[config.mk]
export PLATFORM = sky130hd
export DESIGN_NAME = fpalu_queue
export DESIGN_NICKNAME = d
export VERILOG_FILES = /design/src/fpalu_pkg.sv /design/src/fpalu_queue.sv
export SDC_FILE = /design/constraint.sdc
export NUM_CORES = 1
export LEC_CHECK = 0
export BUFFER_PORTS_ARGS = -buffer_cell sky130_fd_sc_hd__clkbuf_2
export CAP_MARGIN = 10
export CORE_ASPECT_RATIO = 0.8
export CORE_MARGIN = 10
export CORE_UTILIZATION = 60
export DETAILED_ROUTE_END_ITERATION = 16
export GPL_TIMING_DRIVEN = 0
export HOLD_SLACK_MARGIN = 0.05
export PLACE_DENSITY = 0.82
export SLEW_MARGIN = 20
export SYNTH_ARGS = -nofsm -noshare
export SYNTH_HDL_FRONTEND = slang
export SYNTH_SLANG_ARGS = --single-unit
[constraint.sdc]
create_clock -name clk -period 5.9 [get_ports clk]
set_input_delay 0.59 -clock clk [delete_from_list [all_inputs] [get_ports clk]]
set_output_delay 0.59 -clock clk [all_outputs]
set_load 0.01 [all_outputs]
[src/fpalu_pkg.sv]
package fpalu_pkg;

	localparam int FRAC_BITS_DEF = 8;
	localparam int WORD_W = 32;
	localparam int QUEUE_DEPTH = 4;
	localparam int QUEUE_AW = 2;

	typedef enum logic [3:0] {
		OP_ADD = 4'd0, OP_SUB = 4'd1, OP_MUL = 4'd2, OP_DIV = 4'd3,
		OP_GT = 4'd4, OP_LT = 4'd5, OP_GE = 4'd6, OP_LE = 4'd7,
		OP_EQ = 4'd8, OP_NE = 4'd9, OP_MIN = 4'd10, OP_MAX = 4'd11,
		OP_INC = 4'd12, OP_DEC = 4'd13, OP_TOINT = 4'd14, OP_FROMINT = 4'd15
	} op_t;

	typedef enum logic [1:0] {
		ST_OK = 2'd0,
		ST_OVF = 2'd1,
		ST_DIVZ = 2'd2
	} status_t;

	// classified request between front and back
	typedef struct packed {
		logic        is_div;
		logic        is_mul;
		logic        divz;
		logic        neg;
		logic [31:0] mag_a;
		logic [31:0] mag_b;
		logic [31:0] value;
		logic        cmp;
		logic [1:0]  status;
	} req_t;

	typedef struct packed {
		logic [31:0] value;
		logic        cmp;
		logic [1:0]  status;
	} res_t;

	function automatic logic [31:0] sat_mag(input logic neg, input logic [63:0] mag,
			output logic ovf);
		logic [31:0] r;
		begin
			ovf = 1'b0;
			if (neg) begin
				if (mag > 64'h8000_0000) begin
					ovf = 1'b1;
					r = 32'h8000_0000;
				end else begin
					r = 32'd0 - mag[31:0];
				end
			end else begin
				if (mag > 64'h7FFF_FFFF) begin
					ovf = 1'b1;
					r = 32'h7FFF_FFFF;
				end else begin
					r = mag[31:0];
				end
			end
			return r;
		end
	endfunction

endpackage

[src/fpalu_queue.sv]
module fpalu_queue
	import fpalu_pkg::*;
(
	input  logic clk,
	input  logic arst_n,
	input  logic in_valid,
	output logic in_ready,
	input  req_t in_data,
	output logic out_valid,
	input  logic out_ready,
	output req_t out_data
);
	req_t mem_q [QUEUE_DEPTH];
	logic [QUEUE_AW-1:0] wp_q, rp_q;
	logic [QUEUE_AW:0] cnt_q;
	logic push, pop;

	assign in_ready = cnt_q != QUEUE_AW'(0) + (QUEUE_AW+1)'(QUEUE_DEPTH);
	assign out_valid = cnt_q != '0;
	assign out_data = mem_q[rp_q];
	assign push = in_valid && in_ready;
	assign pop = out_valid && out_ready;

	always_ff @(posedge clk) begin
		if (push)
			mem_q[wp_q] <= in_data;
	end

	always_ff @(posedge clk or negedge arst_n) begin
		if (!arst_n) begin
			wp_q <= '0;
			rp_q <= '0;
			cnt_q <= '0;
		end else begin
			if (push)
				wp_q <= wp_q + 1'b1;
			if (pop)
				rp_q <= rp_q + 1'b1;
			cnt_q <= cnt_q + (QUEUE_AW+1)'(push) - (QUEUE_AW+1)'(pop);
		end
	end
endmodule

# Word-level counts from Yosys, hierarchy flattened
# Memories as Yosys holds them, arrays and structs flattened.
# Cells that the tools add are included.
# op_classes
addsub,4
n_mul,0
div_mod_pow,0
order_cmp,0
eq_ne,1
n_shift,0
n_mux,2
bitwise,0
n_reduce_logical,3
# ops
operator,count
$add 2x1->2 const B,2
$add 3x1->3,1
$ne 3x3->1 const B,1
$reduce_bool 3->1,1
$sub 3x1->3,1
$logic_and 1x1->1,2
$mux 1,2
# word_totals
ff_bits,7
latchBits,0
ramBits,412
romBits,0
out_inout_bits,105
memories,1
# mem_list
memory,words,width,read_ports,rd_ports_with_merged_regs,wr,line_no,text
mem_q,4,103,1,0,1,fpalu_queue.sv:13,req_t mem_q [QUEUE_DEPTH];

# Longest topological paths before layout
# depth
word_depth,4
ltp_mapped,9
depth_no_buf,9

# Worst setup path after synthesis
# OpenSTA, ideal clock, no wires.
# synth_timing
path_type,flip-flop to flip-flop
startpoint,register cnt_q[2]
endpoint,"memory mem_q[0][0] (netlist bit), enable pin"
arrival_ps,3127
t_required_ps,5426
setup_slack_ps,2299
path_stages_with_launch,3
path_buffers,0
cell_sequence,dfrtp_1 > nor3b_1 > and3b_1
# synth_between
elab_chain_cells,4
# synth_lines
element,line_no,text
"start, declared",fpalu_queue.sv:15,logic [QUEUE_AW:0] cnt_q;
"start signal, assigned",fpalu_queue.sv:39,cnt_q <= cnt_q + (QUEUE_AW+1)'(push) - (QUEUE_AW+1)'(pop);
$ne 3x3->1,fpalu_queue.sv:18,assign in_ready = cnt_q != QUEUE_AW'(0) + (QUEUE_AW+1)'(QUEUE_DEPTH);
$logic_and 1x1->1,fpalu_queue.sv:21,assign push = in_valid && in_ready;
$mux 1,fpalu_queue.sv:25,if (push)
$mux 1 (not written as such),fpalu_queue.sv:26,mem_q[wp_q] <= in_data;
"end, declared",fpalu_queue.sv:13,
# Every way passes these cells.

==> reports/qor.txt <==
vias per cell: 5.91
global-route wire length before repair: 47.0 mm
Non-Filler Instances: 1,197
Tcrit/Tclk final: 0.496
diodes inserted: 0
Cell Count Post-Placement: 1,126
Yosys top cell area share: 0.807
Finish-stage setup viols: 0
CTS Sinks: 419
most used cell, CP: buf_2
Tot GR Track Use: 0.193
Core Region: 25,200 um2
status: finished, final reports clean
Slowest-stage cell, CP: mux4_2
pin count of the biggest net entering global routing: 43
DR DRC count: 0
initial antenna violation count: 3
Worst-path clk slew: 60 ps
average wire per standard cell: 26.1 um
Ports: 212
Max IR drop VDD: 0.383 mV
yosys warns: 0
Net Count, Synth: 694
final worst path period need: 2920 ps
post_cts resized: 0
Pleak: 0.00633 uW
flops & latches, synth: 419
via count: 7,069
largest cells by area after synthesis: edfxtp_1, mux4_2, dfrtp_1
Crit Path Max Fanout: 10
Die Ht: 163 um
EDFF count, synth: 412
Die W: 199 um
hold_buf cts: 1
setup TNS: 0 ps
TritonRoute pass-1 iters: 5
most common cell in the netlist: edfxtp_1
PnR Total Power: 9400 uW
area occupied by multi-input gates: 2600 um2
FFs w/ async S/R, synth: 0.0167
layout cells sized above 1: 0.463
grt total ovfl: 0
fill count: 1,412
critical path cell sequence: clkbuf_1 > buf_2 > buf_2 > mux4_2 > clkbuf_2
CTS tree: yes
CTS root buf: clkbuf_16
worst min path class: in -> reg
number of max-cap violations: 0
post-CTS setup buffers: 0
Total Wirelength: 31.2 mm
Final GP Congestion: 0.758
Initial Utilization: 0.607
Final Max Slew Viols: 0
row count: 52
Hold Fails Final Rpt: 0
Layout area overhead: 19.3%
number of buffers created by CTS: 39
Detail Route Antenna Nets: 0
H-tree depth: 2
critical path class: reg -> out
Slew Limit Headroom: 0.465
DIE AREA: 32,400 um2
Critical Path AT: 2330 ps
Cell Area, Synth: 15,300 um2
Seq/Total Area, Yosys: 0.818
Pwr per Cell Area: 514 nW/um2
CP endpoint kind: output port
1st-iter DRT viols: 533
Layout Utilization: 0.725
endpoint required time on the critical path: 5310 ps
Worst-Skew Late Latency: 530 ps
Top FF cell, synth: edfxtp_1
Distinct cells, synth: 22
syn avg cell area: 26.4 um2
Syn Inst Count: 580
startpoint types: flop
Final Net Count: 958
clock tree buffer depth: 3
Slew @ Worst Pin: 801 ps
CP peak stage delay: 360 ps
Yosys top cell by area: edfxtp_1
RSZ-0062 raised after global routing: no
maximum clock frequency: 342 MHz
clk_skew: 12.7 ps
vias in the first global route: 7,675
Final HPWL DP: 21.2 mm
Post-synth top cells: edfxtp_1, mux4_2, buf_2
port bufs: 211
FF/Latch Area: 12,500 um2
[power breakdown]
group | leakage [uW] | switching (uW) | total (uW) | internal (uW)
clock network | 0.000610 | 1020 | 2450 | 1420
registers | 0.00386 | 158 | 4080 | 3920
logic | 0.00187 | 1570 | 2880 | 1310
[final cells by class]
class / instances / share of cell area
multi-input cells: 131 / 0.142
clock inverters: 21 / 0.0117
plain buffers: 24 / 0.00992
inverters: 6 / 0.00123
flip-flops and latches: 419 / 0.686
well taps: 324 / 0.0222
repair buffers: 223 / 0.0707
clock buffers: 49 / 0.0566
[critical path: cells and delay by family, from the launching register on]
kind                   cells  cell delay (ps)
flip-flops                 1              320
buffers and inverters      4             1120
multiplexers               1              360
[layer usage]
metal	track usage	part of all wire	vias to the layer above	routed length [um]
met2	0.320	0.51	244	15900
met4	0.0502	0.018	6	573
li1	-	-	3039	-
met3	0.0578	0.082	54	2570
met1	0.248	0.39	3726	12200
met5	0	0.0015	-	47
[cells by family after synthesis]
| group | count (synthesis) | share of synthesized area |
|---|---|---|
| adders and majority gates | 7 | 0.00620 |
| AOI/OAI and AO/OA | 4 | 0.00212 |
| and+or+nand+nor | 13 | 0.00653 |
| xor gates and xnor gates | 4 | 0.00229 |
| muxes | 103 | 0.151 |
| buffers and inverters | 30 | 0.0133 |
| DFF | 419 | 0.818 |
[layout by cell type (no fill, tap or decap), drive strengths merged]
cell type    Yosys  final
xnor2            3      3
inv              6      7
o311ai           1      1
o31a             1      1
or3              1      1
clkinv           0     15
ha               6      6
o211ai           2      2
nand2b           4      4
clkinvlp         0      1
nand4bb          2      2
and3b            4      4
nor3b            1      1
dfrtp            7      7
xor2             1      1
clkbuf           3    263
mux4           103    103
nand2            1      1
dlygate4sd3      0      1
edfxtp         412    412
bufinv           0      4
fa               1      1
buf             21     32
[path summary, 6_finish.rpt]
path / start / end / slack [ps] / cells after the start
max: rp_q[1]$_DFFE_PN0P_ / out_data[42] / 2980 / 5
min in group asynchronous: arst_n / wp_q[1]$_DFFE_PN0P_ / 450 / 2
min reg2reg: wp_q[1]$_DFFE_PN0P_ / wp_q[1]$_DFFE_PN0P_ / 630 / 2
min: in_data[31] / mem_q[1][31]$_DFFE_PP_ / 280 / 1
max in group asynchronous: arst_n / cnt_q[0]$_DFF_PN0_ / 5270 / 2
max reg2reg: cnt_q[1]$_DFF_PN0_ / cnt_q[2]$_DFF_PN0_ / 3140 / 9
[state kept, by name, indices dropped and copies added (netlist names)]
signal / flops
cnt_q: 3
mem_q: 412
rp_q: 2
wp_q: 2
[metrics by stage]
stage | hold WS (ps) | setup WS (ps) | cell area [um2]
finish | 278 | 2980 | 18300
global route | 273 | 2800 | 18300
CTS | 257 | 2900 | 18300
detailed placement | 449 | 3240 | 17000
global placement | 436 | 641 | 16800
floorplan | 294 | 2300 | 15300
Power figures use the tool's default switching activity.
